**src/hdl/chol_ram.sv**
```systemverilog
// generic single write, single read ram with registered read data
module chol_ram #(
    parameter int WIDTH = 32,
    parameter int DEPTH = 64
) (
    input  logic                     clk,
    input  logic                     we,
    input  logic [$clog2(DEPTH > 1 ? DEPTH : 2)-1:0] waddr,
    input  logic [WIDTH-1:0]         wdata,
    input  logic [$clog2(DEPTH > 1 ? DEPTH : 2)-1:0] raddr,
    output logic [WIDTH-1:0]         rdata
);
    logic [WIDTH-1:0] mem [DEPTH];

    // write port and registered read port
    always_ff @(posedge clk)
    begin
        if (we)
        begin
            mem[waddr] <= wdata;
        end
        rdata <= mem[raddr];
    end
endmodule

```
**config.mk**
```make
export PLATFORM = sky130hd
export DESIGN_NAME = chol_ram
export DESIGN_NICKNAME = d
export VERILOG_FILES = /design/src/hdl/chol_ram.sv
export SDC_FILE = /design/constraint.sdc
export NUM_CORES = 2
export LEC_CHECK = 0
export BUFFER_PORTS_ARGS = -buffer_cell sky130_fd_sc_hd__buf_4
export CORE_MARGIN = 4
export CORE_UTILIZATION = 50
export DETAILED_ROUTE_END_ITERATION = 8
export MAX_ROUTING_LAYER = met4
export PLACE_DENSITY_LB_ADDON = 0.05
export SLEW_MARGIN = 10
export SYNTH_ARGS = -nofsm -noshare
export SYNTH_HDL_FRONTEND = slang
export SYNTH_SLANG_ARGS = --single-unit
```
**constraint.sdc**
```tcl
create_clock -name clk -period 4.85 [get_ports clk]
set_input_delay 0.485 -clock clk [delete_from_list [all_inputs] [get_ports clk]]
set_output_delay 0.485 -clock clk [all_outputs]
set_load 0.05 [all_outputs]
```
## Yosys cells after proc, flatten, opt, wreduce, memory -nomap -nowiden

Memory sizes are Yosys's and may differ from the RTL's. A register that Yosys moved wholly into a read port is not among the register bits.
Index checks and enable logic that the tools add are counted.

- RAM bits: 2048
- Flip-flop bits (word level): 0
- Memories kept: 1
- Word-level logic and storage cells: 3

Memory list:

| name | words | width | read ports | clocked after Yosys merged registers in | wr ports | line | RTL |
|---|---|---|---|---|---|---|---|
| mem | 64 | 32 | 1 | 1 | 1 | 13 | `logic [WIDTH-1:0] mem [DEPTH];` |

- Multiplexer cells: 2

Operators with widths:

| cell | count |
|---|---|
| $mux W1 | 2 |

## Depth between registers and ports, before layout

- Depth in word-level cells: 2
- Depth in mapped cells: 10

## Least setup slack after synthesis

Ideal clock, no wire load.

- Kind: input -> register
- Start point: input waddr[3] (netlist name)
- End point: memory mem[48][0] (enable)
- Cell stages on the path: 4
- Arrival: 3.184 ns
- Library setup time: 0.461 ns
- Path slack: 1.205 ns
- Cells stage by stage: clkbuf_1 nor2b_1 nand4b_1 nor3_1

RTL lines:

| what | line | RTL |
|---|---|---|
| start: declaration | 8 | `input logic [$clog2(DEPTH > 1 ? DEPTH : 2)-1:0] waddr,` |
| end: declaration | 13 |  |

Straight into the memory's write port.

==> impl_results.md <==
* Seq cells post-synth at 2,080
* Die footprint at between 150,000 and 200,000 um^2
* Top FF cell, synth: edfxtp_1
* Placed cells at 5,423
* Initial antenna violation count at 18
* Pint at about 30 mW
* Number of buffers added for setup after CTS at 0
* Area after DPL at between 80,000 and 90,000 um^2
* Chip height at about 400 um
* Met2 Routed Length at about 110 mm
* Final Non-Filler Cells at just under 6,000
* Tot GR Track Use at 0.272
* Clock Power Share at 0.423
* Hold WC Path Type: input pin to register
* Final hold vios at 0
* Max-cap violation count at 0
* Largest net degree at the start of global routing at 85
* Most common cell after layout, fill and taps aside: edfxtp_1
* P_leak at 27.9 nW
* Mapped Avg Cell Area at 23.6 um^2
* Count of buffers from port buffering at 77
* Top cell type's share of synthesized area at 0.783
* Clock Pin Slew Worst Setup and Hold Paths at 60 ps
* Layout cells sized above 1 at 0.305
* Final wirelength at roughly 210 mm
* Netlist cell types at 34
* Peak supply drop at approximately 0.00036 V
* Post-synth EDFFs at about 2,000
* Ports at 78
* Hold Buf Count CTS at 0
* Die W at 404 um
* Final net count at 3,620
* Final Max Tran Viols at 0
* Critical Path RT at around 5500 ps
* Row count at between 100 and 150
* Initial Util at 0.503
* R2R Setup Slk at between 2000 and 2500 ps
* Min Tclk post-route at around 3200 ps
* HP Start: wdata[23]
* Clock Skew at between 20 and 30 ps
* Final ANT Viol Nets at 0
* Hold Path Stages at 1
* RSZ-0062 raised after global routing: false
* Synth warn at 0
* Final setup viols at 0
* Worst Hold End: mem[17][23]
* Pwr/cell area at between 400 and 500 nW/um^2
* First-pass GRT wire length at about 300 mm
* Peak fanout along the critical path at 84
* Core footprint at between 150,000 and 200,000 um^2
* Slew margin rel. at 0.231
* CTS tree: done
* Vias post-DR at approximately 37,000
* Area contributors post-synth: edfxtp_1, mux4_2, mux2i_1
* Critical Path AT at 3860 ps
* Async set-reset flop share out of synthesis at 0
* Post-synth top area cell: edfxtp_1
* Reg2reg path depth at 4
* Critical path class: input pin to register
* Sw frac at 0.213
* Htree depth at 4
* Number of global-route vias before repair at between 30,000 and 40,000
* Drc violations at 0
* Reg2reg end: rdata[21]
* Hpwl dp at between 100 and 150 mm
* Worst setup SP type: input pin
* Clock tree buffer depth at 3
* Wire length on met1 at about 85 mm
* Flop pwr share at 0.523
* Met3 routed WL at ~16 mm
* Layout area overhead at 14.0%
* GRT overflow at 0
* Routed length per instance at between 30 and 40 um
* Critical Path End Type: register
* NetSw at about 8 mW
* Synth Net Count at 3,370
* Commonest non-fill, non-tap cells in the layout: edfxtp_1, mux4_2, clkbuf_16
* PostCTS Resize Cnt at 0
* Core Util, Final at 0.573
* Clk_lat worst skew at 830 ps
* Initial DRC count at ~4,700
* Final instance area at 89,500 um^2
* Seq/Total Area, Yosys at 0.791
* Initial DRT Pass Iterations at 5
* Root Driver: clkbuf_16
* Vias per cell at 6.32
* Period utilization at 0.656
* Sum Neg Setup Slack at 0 ps
* Post-Synthesis Cell Area at a little under 80,000 um^2
* Status: completed
* Clock buffer count from CTS at between 200 and 250
* Highest routed layer: met4
* FF-to-FF Start: mem[31][21]
* Gate power share at 0.054
* Gate Count Post-Synth at 3,324
* Fmax at 314 MHz
* GPL Wtd Cong at 0.820
* Clock sinks at 2,080
* Worst-Margin Slew at about 1200 ps
[worst max-delay path by stage]
stage / slack (ps) / start / endpoint / cells after the start
6_report: 1670 / raddr[1] / rdata[19] / 7
5_1_grt: 1550 / raddr[0] / rdata[21] / 6
4_1_cts: 1760 / raddr[1] / rdata[19] / 7
3_5_place_dp: 860 / raddr[1] / rdata[19] / 7
3_3_place_gp: 850 / raddr[1] / rdata[19] / 7
2_1_floorplan: 1210 / waddr[3] / mem[48][0] / 4
[cells by family after synthesis]
family,share of synthesized area
AO/OA/AOI/OAI,0.0167
buffers and inverters,0.0113
flip-flops,0.791
multiplexers,0.168
AND/OR/NAND/NOR,0.0127
[per-layer routing]
metal,global-route usage,vias up
met5,-,-
li1,-,14803
met4,0.0684,0
met2,0.431,1530
met3,0.0493,274
met1,0.373,20140
[cell usage after synthesis (all sizes together) (7+ instances only)]
master / number
nor3: 7
clkbuf: 74
buf: 108
nand2b: 8
mux4: 544
o22ai: 84
nor2b: 15
o221ai: 27
mux2i: 93
edfxtp: 2048
nand2: 26
dfxtp: 32
a21oi: 62
a22oi: 12
nor2: 137
a311oi: 8
[per-stage QoR]
stage	hold slack, ps	power [mW]	setup WS, ps
floorplan	584	21.4	1210
detailed placement	781	22.5	856
CTS	192	38.5	1760
finish	211	38.2	1670
global route	214	39.3	1550
global placement	772	22.4	855
[critical path, cell delays in order]
cell and delay [ps]:
buf_8 610, buf_12 460, buf_4 340, mux4_2 340, mux4_2 530, o22ai_1 740
nor2_1 120
[layout make-up]
class	count	area (um^2)
Timing Repair Buffer	223	1880
Fill cell	11211	66700
Sequential cell	2080	62100
Antenna cell	8	20.0
Multi-Input combinational cell	1062	16000
Tap cell	2058	2570
Clock buffer	270	5650
Clock inverter	114	1230
[registers in the layout, summed over array words and instances (netlist names)]
register  cells
mem        2048
rdata        32
[power groups by stage]
| stage | Sequential, mW | Clock, mW | Combinational (mW) |
|---|---|---|---|
| 5_1_grt | 20.0 | 17.2 | 2.16 |
| 6_report | 20.0 | 16.1 | 2.06 |
| 2_1_floorplan | 20.5 | 0 | 0.968 |
| 3_5_place_dp | 20.4 | 0 | 2.09 |
| 3_3_place_gp | 20.4 | 0 | 2.05 |
| 4_1_cts | 20.0 | 16.4 | 2.09 |
Note: power is estimated with default switching activity, not from simulation.
