--- config.mk ---
export PLATFORM = sky130hd
export DESIGN_NAME = chol_rootdiv
export DESIGN_NICKNAME = d
export VERILOG_FILES = /design/src/hdl/chol_pkg.sv /design/src/hdl/chol_rootdiv.sv
export SDC_FILE = /design/constraint.sdc
export NUM_CORES = 1
export LEC_CHECK = 0
export BUFFER_PORTS_ARGS = -buffer_cell sky130_fd_sc_hd__buf_2
export CORE_MARGIN = 2
export CORE_UTILIZATION = 40
export DETAILED_ROUTE_END_ITERATION = 16
export GPL_ROUTABILITY_DRIVEN = 0
export GPL_TIMING_DRIVEN = 0
export SKIP_CTS_REPAIR_TIMING = 1
export SLEW_MARGIN = 10
export SYNTH_ARGS = -nofsm -noshare
export SYNTH_HDL_FRONTEND = slang
export SYNTH_SLANG_ARGS = --single-unit
--- constraint.sdc ---
create_clock -name clk -period 7.41 [get_ports clk]
set_input_delay 0 -clock clk [delete_from_list [all_inputs] [get_ports clk]]
set_output_delay 0 -clock clk [all_outputs]
set_load 0.03 [all_outputs]
--- src/hdl/chol_pkg.sv ---
// shared types, constants and arithmetic helpers for the cholesky factor block
package chol_pkg;

    localparam int DEF_MAX_ORDER = 8;
    localparam int Q_W           = 32;
    localparam int MAG_W         = 48;
    localparam int ROOT_W        = 24;
    localparam int SIZE_W        = 4;

    localparam logic UNIT_SQRT = 1'b0;
    localparam logic UNIT_DIV  = 1'b1;

    localparam logic signed [Q_W-1:0] Q_MAX = 32'sh7fffffff;
    localparam logic signed [Q_W-1:0] Q_MIN = 32'sh80000000;

    // request to the shared root / divide unit
    typedef struct packed {
        logic              start;
        logic              mode;
        logic [MAG_W-1:0]  mag;
        logic [ROOT_W-1:0] divisor;
        logic              neg;
    } unit_req_t;

    // answer from the shared root / divide unit
    typedef struct packed {
        logic                  done;
        logic signed [Q_W-1:0] result;
    } unit_rsp_t;

    // saturate a wide signed value to 32 bits
    function automatic logic signed [Q_W-1:0] sat_q(input logic signed [63:0] x);
        logic signed [Q_W-1:0] r;
        if (x > 64'(Q_MAX))
            r = Q_MAX;
        else if (x < 64'(Q_MIN))
            r = Q_MIN;
        else
            r = x[Q_W-1:0];
        return r;
    endfunction

    // saturating add and subtract
    function automatic logic signed [Q_W-1:0] sat_add(input logic signed [Q_W-1:0] a,
                                                      input logic signed [Q_W-1:0] b);
        logic signed [63:0] s;
        s = 64'(a) + 64'(b);
        return sat_q(s);
    endfunction

    function automatic logic signed [Q_W-1:0] sat_sub(input logic signed [Q_W-1:0] a,
                                                      input logic signed [Q_W-1:0] b);
        logic signed [63:0] s;
        s = 64'(a) - 64'(b);
        return sat_q(s);
    endfunction

    // q16.16 product, round half up, saturated
    function automatic logic signed [Q_W-1:0] qmul(input logic signed [Q_W-1:0] a,
                                                   input logic signed [Q_W-1:0] b);
        logic signed [63:0] p;
        p = 64'(a) * 64'(b) + 64'sd32768;
        p = p >>> 16;
        return sat_q(p);
    endfunction

endpackage

--- src/hdl/chol_rootdiv.sv ---
// shared iterative unit: integer square root two bits a cycle, divide one bit a cycle
module chol_rootdiv (
    input  logic                clk,
    input  logic                rst_n,
    input  chol_pkg::unit_req_t req,
    output chol_pkg::unit_rsp_t rsp
);
    import chol_pkg::*;

    localparam int REM_W = ROOT_W + 3;

    logic             busy_reg;
    logic             done_reg;
    logic             mode_reg;
    logic             neg_reg;
    logic [5:0]       cnt_reg;
    logic [MAG_W-1:0] x_reg;
    logic [REM_W-1:0] rem_reg;
    logic [ROOT_W-1:0] root_reg;
    logic [ROOT_W-1:0] div_reg;

    logic [REM_W-1:0] rem_sh;
    logic [REM_W-1:0] trial;
    logic [5:0]       steps;

    // one step of the shifting datapath
    always_comb
    begin
        if (mode_reg == UNIT_SQRT)
        begin
            rem_sh = {rem_reg[REM_W-3:0], x_reg[MAG_W-1 -: 2]};
            trial  = {1'b0, root_reg, 2'b01};
            steps  = 6'(MAG_W / 2 - 1);
        end
        else
        begin
            rem_sh = {rem_reg[REM_W-2:0], x_reg[MAG_W-1]};
            trial  = {3'b000, div_reg};
            steps  = 6'(MAG_W - 1);
        end
    end

    always_ff @(posedge clk or negedge rst_n)
    begin
        if (!rst_n)
        begin
            busy_reg <= 1'b0;
            done_reg <= 1'b0;
        end
        else
        begin
            done_reg <= 1'b0;
            if (req.start)
            begin
                busy_reg <= 1'b1;
                mode_reg <= req.mode;
                neg_reg  <= req.neg;
                div_reg  <= req.divisor;
                x_reg    <= req.mag;
                rem_reg  <= '0;
                root_reg <= '0;
                cnt_reg  <= '0;
            end
            else if (busy_reg)
            begin
                if (mode_reg == UNIT_SQRT)
                begin
                    x_reg <= {x_reg[MAG_W-3:0], 2'b00};
                    if (rem_sh >= trial)
                    begin
                        rem_reg  <= rem_sh - trial;
                        root_reg <= {root_reg[ROOT_W-2:0], 1'b1};
                    end
                    else
                    begin
                        rem_reg  <= rem_sh;
                        root_reg <= {root_reg[ROOT_W-2:0], 1'b0};
                    end
                end
                else
                begin
                    // quotient bits shift in behind the dividend
                    if (rem_sh >= trial)
                    begin
                        rem_reg <= rem_sh - trial;
                        x_reg   <= {x_reg[MAG_W-2:0], 1'b1};
                    end
                    else
                    begin
                        rem_reg <= rem_sh;
                        x_reg   <= {x_reg[MAG_W-2:0], 1'b0};
                    end
                end
                cnt_reg <= cnt_reg + 6'd1;
                if (cnt_reg == steps)
                begin
                    busy_reg <= 1'b0;
                    done_reg <= 1'b1;
                end
            end
        end
    end

    // sign and saturation of the final answer
    always_comb
    begin
        rsp.done = done_reg;
        if (mode_reg == UNIT_SQRT)
            rsp.result = Q_W'({8'b0, root_reg});
        else if (!neg_reg)
            rsp.result = (x_reg > MAG_W'(Q_MAX)) ? Q_MAX : x_reg[Q_W-1:0];
        else if (x_reg > MAG_W'(33'h080000000))
            rsp.result = Q_MIN;
        else
            rsp.result = -x_reg[Q_W-1:0];
    end
endmodule

# Word-level counts from Yosys, hierarchy flattened
# Index checks and enable logic that the tools add are counted.
dict set report word_totals {
  regBits 133
  elab_cells 42
}
dict set report classes {
  reduce_logical 3
  eq_ne 1
  mux 23
  magnitude_cmp 3
  add_sub_neg 3
}
# cell n
set op_table {}
lappend op_table {{$mux W48} 3}
lappend op_table {{$mux W32} 4}
lappend op_table {{$mux W27} 3}
lappend op_table {{$gt A48 B31 Y1 const B} 1}
lappend op_table {{$gt A48 B32 Y1 const B} 1}
lappend op_table {{$mux W24} 2}
lappend op_table {{$neg A32 Y32} 1}
lappend op_table {{$ge A27 B27 Y1} 1}
lappend op_table {{$sub A27 B27 Y27} 1}
lappend op_table {{$mux W26} 1}
lappend op_table {{$mux W6} 2}
lappend op_table {{$mux W1} 8}
lappend op_table {{$add A6 B1 Y6 const B} 1}
lappend op_table {{$eq A6 B6 Y1} 1}
lappend op_table {{$reduce_and A2 Y1} 2}
lappend op_table {{$reduce_bool A2 Y1} 1}

# Logic depth before layout (Yosys ltp)
# Gate-level depths: netlist of the first run.
dict set report depth {
  word_depth 6
  mapped_depth 16
}

# Least setup slack after synthesis of the first run
# OpenSTA, ideal clock, no wires.
dict set report synth_timing {
  path_type {register -> register}
  from {register mode_reg}
  to {register rem_reg[22] (data pin)}
  stages_incl_launch_ff 15
  period_less_slack_ns 4.252
  path_slack_ns 3.158
  t_required_ns 7.144
  t_arrival_ns 3.985
  cell_sequence {edfxtp_1 -> clkbuf_1 -> clkbuf_1 -> buf_1 -> clkbuf_1 -> mux2i_1 -> ha_1 -> a211oi_1 -> nor2_1 -> o31a_1 -> o311ai_1 -> o21ai_0 -> and4_1 -> a2111oi_0 -> o31ai_1}
}
dict set report synth_via {
  elab_chain_len 4
}
# item line_no
set synth_lines {}
lappend synth_lines {{start: declaration} chol_rootdiv.sv:14} ;# logic mode_reg;
lappend synth_lines {{start signal: assignment} chol_rootdiv.sv:56} ;# mode_reg <= req.mode;
lappend synth_lines {{$mux W27 or $mux W26 (tied branches)} chol_rootdiv.sv:29} ;# if (mode_reg == UNIT_SQRT)
lappend synth_lines {{$sub A27 B27 Y27 or $ge A27 B27 Y1 (tied branches)} n/a}
lappend synth_lines {{$mux W27 (*)} {chol_rootdiv.sv:69, chol_rootdiv.sv:83}}
lappend synth_lines {{$mux W27 (*)} chol_rootdiv.sv:64} ;# else if (busy_reg)
lappend synth_lines {{end signal: assignment} chol_rootdiv.sv:71} ;# rem_reg <= rem_sh - trial;
lappend synth_lines {{end signal: assignment} chol_rootdiv.sv:76} ;# rem_reg <= rem_sh;
lappend synth_lines {{end signal: assignment} chol_rootdiv.sv:85} ;# rem_reg <= rem_sh - trial;
lappend synth_lines {{end: declaration} chol_rootdiv.sv:18} ;# logic [REM_W-1:0] rem_reg;
# Every way passes the cells marked *; elsewhere a longest branch is shown, timed or not.
# A chain may end at the register's enable or synchronous reset.

# Final worst setup path of the first run
dict set report layout_timing {
  from {register mode_reg}
  to {register rem_reg[3] (data pin)}
}
# The elaborated chain is that of the path after synthesis.

==> results of run 1 <==
## worst max-delay path, stage by stage (launching register included)
cell and delay, ns:
edfxtp_1 0.39, clkbuf_1 0.53, clkbuf_1 0.77, buf_1 0.58, clkbuf_1 0.73, mux2i_1 0.39
ha_1 0.33, a21o_1 0.24, a21o_1 0.19, a221oi_1 0.29, o21a_1 0.28, o21bai_1 0.20
a21oi_2 0.46, buf_2 0.39, nand2_1 0.09, a311oi_1 0.32
## final cells by class
| cell class | count | area (µm²) |
|---|---|---|
| tap | 285 | 357 |
| multi-input combinational | 767 | 5020 |
| timing repair buffer | 184 | 1310 |
| buffer | 59 | 241 |
| clock buffer | 17 | 425 |
| fill | 2121 | 11100 |
| sequential | 132 | 3950 |
| clock inverter | 15 | 185 |
| inverter | 20 | 75.1 |
## synth_stat cells (all sizes together) (6+ instances only)
cell and n:
nand2 148, edfxtp 130, o21ai 88, mux2i 85, nor2 73, a21oi 66
clkbuf 42, ha 28, mux2 25, a211oi 20, inv 18, xnor2 18
a21o 17, buf 17, nor3 15, nand3 14, xor2 13, o31ai 11
or3 11, nor4 10, nand2b 9, nor2b 8, o211ai 7, or2 7
and2 6, o21a 6, o21bai 6
## routing by layer
metal,global-route usage,vias to the layer above,wire (µm)
met2,0.355,329,13200
met5,0,-,0
met3,0.0421,42,2100
li1,-,4061,-
met1,0.337,4019,13400
met4,0.0620,0,497
## stage by stage
step                utilization  worst slack (ns)  std cells  instance area [µm²]  hold WS, ns
floorplan                     -              3.16        978                 9280       -0.296
CTS                       0.476              1.09       1404                10800       -0.327
global placement          0.448              1.19       1371                10200        0.177
detailed placement        0.449              1.16       1372                10200        0.133
finish                    0.509              1.01       1479                11600       0.0562
global route              0.509             0.797       1479                11600        0.109
## report_power, final
| part | leakage [nW] | switching (mW) | internal, mW |
|---|---|---|---|
| combinational | 3.04 | 0.580 | 0.439 |
| clock | 0.299 | 0.379 | 0.512 |
| sequential | 1.32 | 0.0793 | 0.938 |
| total | 4.66 | 1.04 | 1.89 |
## path summary, 6_finish.rpt
path,endpoint,slack [ns],start
worst min register to register,rem_reg[7],0.59,rem_reg[7]
max in group asynchronous,busy_reg,6.66,rst_n
worst max-delay path,rem_reg[3],1.01,mode_reg
min in group asynchronous,done_reg,0.21,rst_n
worst max register to register,rem_reg[3],1.01,mode_reg
worst min-delay path,x_reg[4],0.06,req[74]
## cells by family (layout without fill, tap and decap cells)
| logic type | Yosys count | in the layout | synth area share |
|---|---|---|---|
| xor+xnor | 31 | 31 | 0.0293 |
| flops | 132 | 132 | 0.426 |
| simple gates | 325 | 325 | 0.162 |
| mux | 110 | 110 | 0.122 |
| compound gates | 272 | 272 | 0.186 |
| buf+inv | 79 | 295 | 0.0341 |
| fa+ha+maj | 29 | 29 | 0.0399 |
==> reports/qor.csv, run 1 <==
metric;value;unit
status;finished, final reports clean;
ratio of cells with drive above 1 in the final layout;0.168;
DR DRC count;0;
via/cell ratio;5.71;
Power per Cell Area;253;nW/µm²
Worst-Margin Slew;1.14;ns
Die W;156;µm
Tot GR Track Use;0.232;
wire per inst;19.7;µm
Root Buffer;clkbuf_16;
Hold Crit Class;input pin to flop;
layout overhead on the synthesized area;24.7;%
Tcrit/Tclk final;0.864;
vias post-DR;8451;
CTS tree;yes;
synthesized area;9280;µm²
ANT cells;0;
DRT Wirelength;29.2;mm
average size of a mapped cell;9.49;µm²
Synth Register Bits;132;
initial antenna violation count;0;
TritonCTS Buffers;17;
Worst Path Max Fanout;10;
WP data arrival;6.64;ns
IO Pins;110;
Fin. Hold Viols;0;
initial core utilization;0.409;
largest net degree at the start of global routing;61;
Slew Limit Headroom;0.237;
FMAX;156;MHz
clk_lat worst skew;0.43;ns
Max-cap violations;0;
Synthesized Nets;1084;
RSZ-0062 raised after global routing;false;
HPWL after detailed placement;20.6;mm
sequential fraction of the synthesis area;0.426;
number of global-route vias before repair;7560;
leakage;4.66;nW
antenna-violating nets left;0;
first-pass GRT wire length;43.1;mm
Finish-stage setup viols;0;
Iteration-0 DRC Markers;849;
CTS H-Tree Depth;4;
total power;2.93;mW
clock slew at reported path FFs;0.07;ns
Post-synth EDFFs;130;
DIE AREA;24400;µm²
Synth async-reset ratio;0.0152;
CP Capture Type;flop;
Post-Route Setup TNS;0;ns
CP startpoint kind;flop;
minimum clock period;6.40;ns
total grt overflow;0;
most frequent cells in the layout;nand2_1, edfxtp_1, buf_2;
Slew Viols, Final;0;
worst reg2reg path depth;15;
maximum VDD drop;0.130;mV
Max Clock Skew;0.00696;ns
drt pass-1 iters;5;
Distinct cells, synth;73;
max reg flops;48;
Crit Path Category;flop to flop;
Nets;1287;
Clock Tree Buf Depth;2;
Die Span Y;156;µm
Worst Hold Depth;2;
Synth Flop Type;edfxtp_1;
share of the synthesized area in the top cell type;0.421;
largest cells by area after synthesis;edfxtp_1, mux2i_1, nand2_1;
commonest non-fill, non-tap cell in the layout;nand2_1;
core area;22700;µm²
Synth Instances;978;
Worst Path Required;7.65;ns
Placement Rows;55;
Sink Count;132;
YS warnings;0;
largest area contributor in the netlist;edfxtp_1;
# port buffers;108;
No activity file was read; power rests on OpenSTA's default activity.
==> run 2, diff against run 1 <==
- CORE_ASPECT_RATIO: not set -> 0.6
==> run 2 against run 1 <==
Against the previous run:
- utilization is 0.052 points lower
- wire length increased by 5.9%
- die area is 0.16% higher
- count of clock-buffer cells in the layout up 2
- worst hold slack improved by 0.0070 ns
- critical path depth shrank 1
- sequential share of layout area decreased by 0.28 points
- combinational power up 4%
- via count grew 1.6%
- global-route usage increased by 1.7 points
- clock skew grew 0.0027 ns
==> reports/qor.csv, run 2 (synthesized netlist as in run 1, its figures left out) <==
metric;value;unit
CP most frequent cell;clkbuf_1;
final setup margin;0.842;ns
Fin. Hold Viols;0;
number of global-route vias before repair;7604;
Iteration-0 DRC Markers;984;
minimum clock period;6.57;ns
status;finished, final reports clean;
total power;3.07;mW
GR met1 Demand/Resource;0.395;
Max Clock Skew;0.00965;ns
ANT cells;0;
Die W;201;µm
largest net degree at the start of global routing;61;
Placed Area;10200;µm²
Critical Path Max Stage Delay;0.72;ns
Crit Path Category;flop to flop;
ratio of cells with drive above 1 in the final layout;0.162;
DIE AREA;24500;µm²
drt pass-1 iters;6;
Root Buffer;clkbuf_16;
core area;22900;µm²
DR DRC count;0;
initial antenna violation count;0;
total grt overflow;0;
Hold Crit Class;input pin to flop;
final design area excluding fillers;11700;µm²
Placement Rows;43;
Max-cap violations;0;
most frequent cells in the layout;nand2_1, edfxtp_1, buf_2;
Power per Cell Area;263;nW/µm²
Fillers;2146;
initial core utilization;0.405;
met2 Track Usage GR;0.313;
Nets;1287;
CP Capture Type;flop;
commonest non-fill, non-tap cell in the layout;nand2_1;
TritonCTS Buffers;17;
max reg flops;48;
Die Span Y;122;µm
HPWL after detailed placement;22.7;mm
via/cell ratio;5.69;
Worst path slowest cell;clkbuf_1;
Slew Limit Headroom;0.200;
pre-CTS WS;1.12;ns
Post-Route Setup TNS;0;ns
CTS H-Tree Depth;4;
Worst-Margin Slew;1.20;ns
first-pass GRT wire length;45.4;mm
Worst Path Required;7.57;ns
CP cell instances;clkbuf_1 > clkbuf_1 > buf_1 > buf_2 > mux2i_1 > ha_1 > nand2b_1 > a211oi_1 > o31a_1 > o311ai_1 > o21ai_0 > and4_1 > a2111oi_0 > o31ai_1;
global routing's busiest layer;met1;
layout overhead on the synthesized area;25.7;%
clock slew at reported path FFs;0.06;ns
# port buffers;108;
post-route insts no fill;1509;
Clock Tree Buf Depth;2;
FMAX;152;MHz
GR Layer Usage met3;0.0851;
leakage;4.68;nW
wire per inst;20.5;µm
RSZ-0062 raised after global routing;false;
Fin Hold WS;0.0633;ns
# placed instances;1402;
antenna-violating nets left;0;
Worst Path Max Fanout;10;
CTS tree;yes;
vias post-DR;8590;
clk_lat worst skew;0.44;ns
Tot GR Track Use;0.249;
Finish-stage setup viols;0;
Tcrit/Tclk final;0.886;
CP startpoint kind;flop;
Layout Utilization;0.509;
DRT Wirelength;30.9;mm
Slew Viols, Final;0;
maximum VDD drop;0.165;mV
IO Pins;110;
Sink Count;132;
WP data arrival;6.73;ns
==> run 2: cell types whose count changed in the layout (fill, tap and decap cells not counted), sizes merged <==
cell      change
inv           -9
bufinv        +5
clkinv        +3
clkbuf        +2
clkinvlp      -1
==> run 2: layout make-up <==
class	instances	area, µm²	share of cell area
Timing Repair Buffer	184	1310	0.113
Clock inverter	13	235	0.0202
Clock buffer	19	433	0.0371
Buffer	59	241	0.0207
Sequential cell	132	3950	0.339
Tap cell	315	394	0.0338
Inverter	20	75.1	0.00644
Multi-Input combinational cell	767	5020	0.430
==> run 2: final timing paths <==
check / endpoint / slack [ns] / startpoint / depth (start not counted)
setup / recovery: rem_reg[22] / 0.84 / mode_reg / 14
hold / removal: x_reg[17] / 0.06 / req[74] / 2
setup reg to reg: rem_reg[22] / 0.84 / mode_reg / 14
hold reg to reg: rem_reg[25] / 0.57 / rem_reg[25] / 2
max in group asynchronous: busy_reg / 6.64 / rst_n / 2
min in group asynchronous: done_reg / 0.22 / rst_n / 2
==> run 2: per-layer routing <==
metal  vias up  routed length [µm]
met5         -                  60
met4         2                 376
met3        39                3630
met2       457               11500
met1      4044               15300
li1       4048                   -
==> run 2: critical path, delay by kind of cell, from the launching register on <==
kind / cells / cell delay [ns]
muxes: 1 / 0.51
AOI/OAI and AO/OA: 6 / 2.11
DFF: 1 / 0.38
adders and majority gates: 1 / 0.38
and+or+nand+nor: 2 / 0.51
buffers and inverters: 4 / 2.37
==> run 2: power breakdown <==
group | total (mW) | switching (mW) | internal (mW)
sequential | 1.02 | 0.0797 | 0.939
clock | 0.996 | 0.337 | 0.659
combinational | 1.06 | 0.618 | 0.440
==> run 3, diff against run 2 <==
- GPL_TIMING_DRIVEN: 0 -> not set
==> run 3 against run 2 <==
Against the previous run:
- combinational power decreased by 5%
- sequential power about the same
- register-to-register slack improved by 1.8 ns
- utilization decreased by 0.99 points
- worst hold slack improved by 0.070 ns
- sequential share of layout area increased by 0.67 points
- power decreased by 4.4%
- largest cell class unchanged
==> reports/qor.csv, run 3 (synthesized netlist as in run 1, its figures left out) <==
metric;value;unit
total grt overflow;0;
# port buffers;109;
RSZ-0062 raised after global routing;false;
CP cell instances;buf_12 > mux2_2 > ha_1 > nand2_1 > o21ai_0 > a221oi_1 > o21a_1 > o21bai_1 > a21o_1 > mux2i_1 > a211oi_1;
Clock Tree Buf Depth;2;
Placement Rows;43;
maximum VDD drop;0.185;mV
Worst path slowest cell;a21o_1;
largest net degree at the start of global routing;128;
WP data arrival;4.95;ns
worst reg2reg path depth;11;
Crit Path Category;flop to flop;
vias post-DR;8254;
layout overhead on the synthesized area;23.2;%
via/cell ratio;5.66;
Worst Path Max Fanout;127;
drt pass-1 iters;5;
core area;22900;µm²
commonest non-fill, non-tap cell in the layout;nand2_1;
CP startpoint kind;flop;
Worst-Margin Slew;1.18;ns
DRT Wirelength;27.0;mm
HPWL after detailed placement;18.3;mm
max reg flops;48;
TritonCTS Buffers;17;
Max Clock Skew;0.0122;ns
most frequent cells in the layout;nand2_1, edfxtp_1, buf_2;
Slew Viols, Final;0;
Finish-stage setup viols;0;
Nets;1238;
Worst Path Required;7.57;ns
DR DRC count;0;
antenna-violating nets left;0;
Tot GR Track Use;0.214;
Iteration-0 DRC Markers;735;
initial core utilization;0.405;
CTS tree;yes;
R2R Path Start;mode_reg;
Max-cap violations;0;
number of global-route vias before repair;7180;
minimum clock period;4.79;ns
IO Pins;110;
Die Span Y;122;µm
clk_lat worst skew;0.44;ns
ratio of cells with drive above 1 in the final layout;0.170;
FMAX;209;MHz
R2R setup slack;2.62;ns
initial antenna violation count;0;
Post-Route Setup TNS;0;ns
DIE AREA;24500;µm²
Tcrit/Tclk final;0.646;
clock slew at reported path FFs;0.06;ns
ANT cells;0;
Power per Cell Area;257;nW/µm²
Die W;201;µm
Root Buffer;clkbuf_16;
CP Capture Type;flop;
Critical R2R Capture;rem_reg[2];
Layout Utilization;0.499;
Hold Crit Class;input pin to asynchronous set/reset pin;
wire per inst;18.5;µm
leakage;4.60;nW
Fin. Hold Viols;0;
Critical Path Max Stage Delay;0.97;ns
status;finished, final reports clean;
first-pass GRT wire length;40.8;mm
CTS H-Tree Depth;4;
Slew Limit Headroom;0.216;
Sink Count;132;
## run 3: worst max-delay path, delay by kind of cell (launching register included)
family,cells,cell delay (ns)
AO/OA/AOI/OAI,6,2.22
adder cells (fa/ha/maj),1,0.37
buffers and inverters,1,0.56
flip-flops,1,0.40
multiplexers,2,0.75
AND/OR/NAND/NOR,1,0.07
## run 3: through the flow
stage	total power [mW]	hold slack (ns)	setup WS [ns]	std cells	cell area (µm²)
finish	2.94	0.133	2.62	1459	11400
global route	3.08	0.139	2.30	1459	11400
CTS	2.90	-0.447	2.71	1384	10700
detailed placement	1.99	0.0218	2.69	1353	10100
global placement	1.98	0.0267	2.83	1353	10100
floorplan	1.75	-0.296	3.16	978	9280
## run 3: area by class of cell
cell class,instances,area [µm²]
tap,315,394
sequential,132,3950
timing repair buffer,194,1390
fill,2180,11500
clock buffer,17,425
multi-input combinational,767,5020
clock inverter,14,185
inverter,20,75.1
## run 3: power breakdown
group	total, mW	switching, mW	internal (mW)	leakage (nW)
Clock	0.910	0.351	0.559	0.288
Sequential	1.02	0.0819	0.939	1.32
Combinational	1.01	0.572	0.433	2.99
## run 3: worst max path at each step
stage,endpoint,from,depth (start not counted)
after floorplan,rem_reg[22],mode_reg,14
after global placement,rem_reg[6],mode_reg,11
after detailed placement,rem_reg[2],mode_reg,12
after CTS,rem_reg[2],mode_reg,12
after global routing,rem_reg[5],mode_reg,11
final,rem_reg[2],mode_reg,11
## run 3: layer usage
| layer | GRT usage | wire length (µm) |
|---|---|---|
| met2 | 0.278 | 10700 |
| met4 | 0.0579 | 354 |
| met3 | 0.0375 | 1930 |
| met1 | 0.352 | 14000 |
| met5 | 0 | 0 |
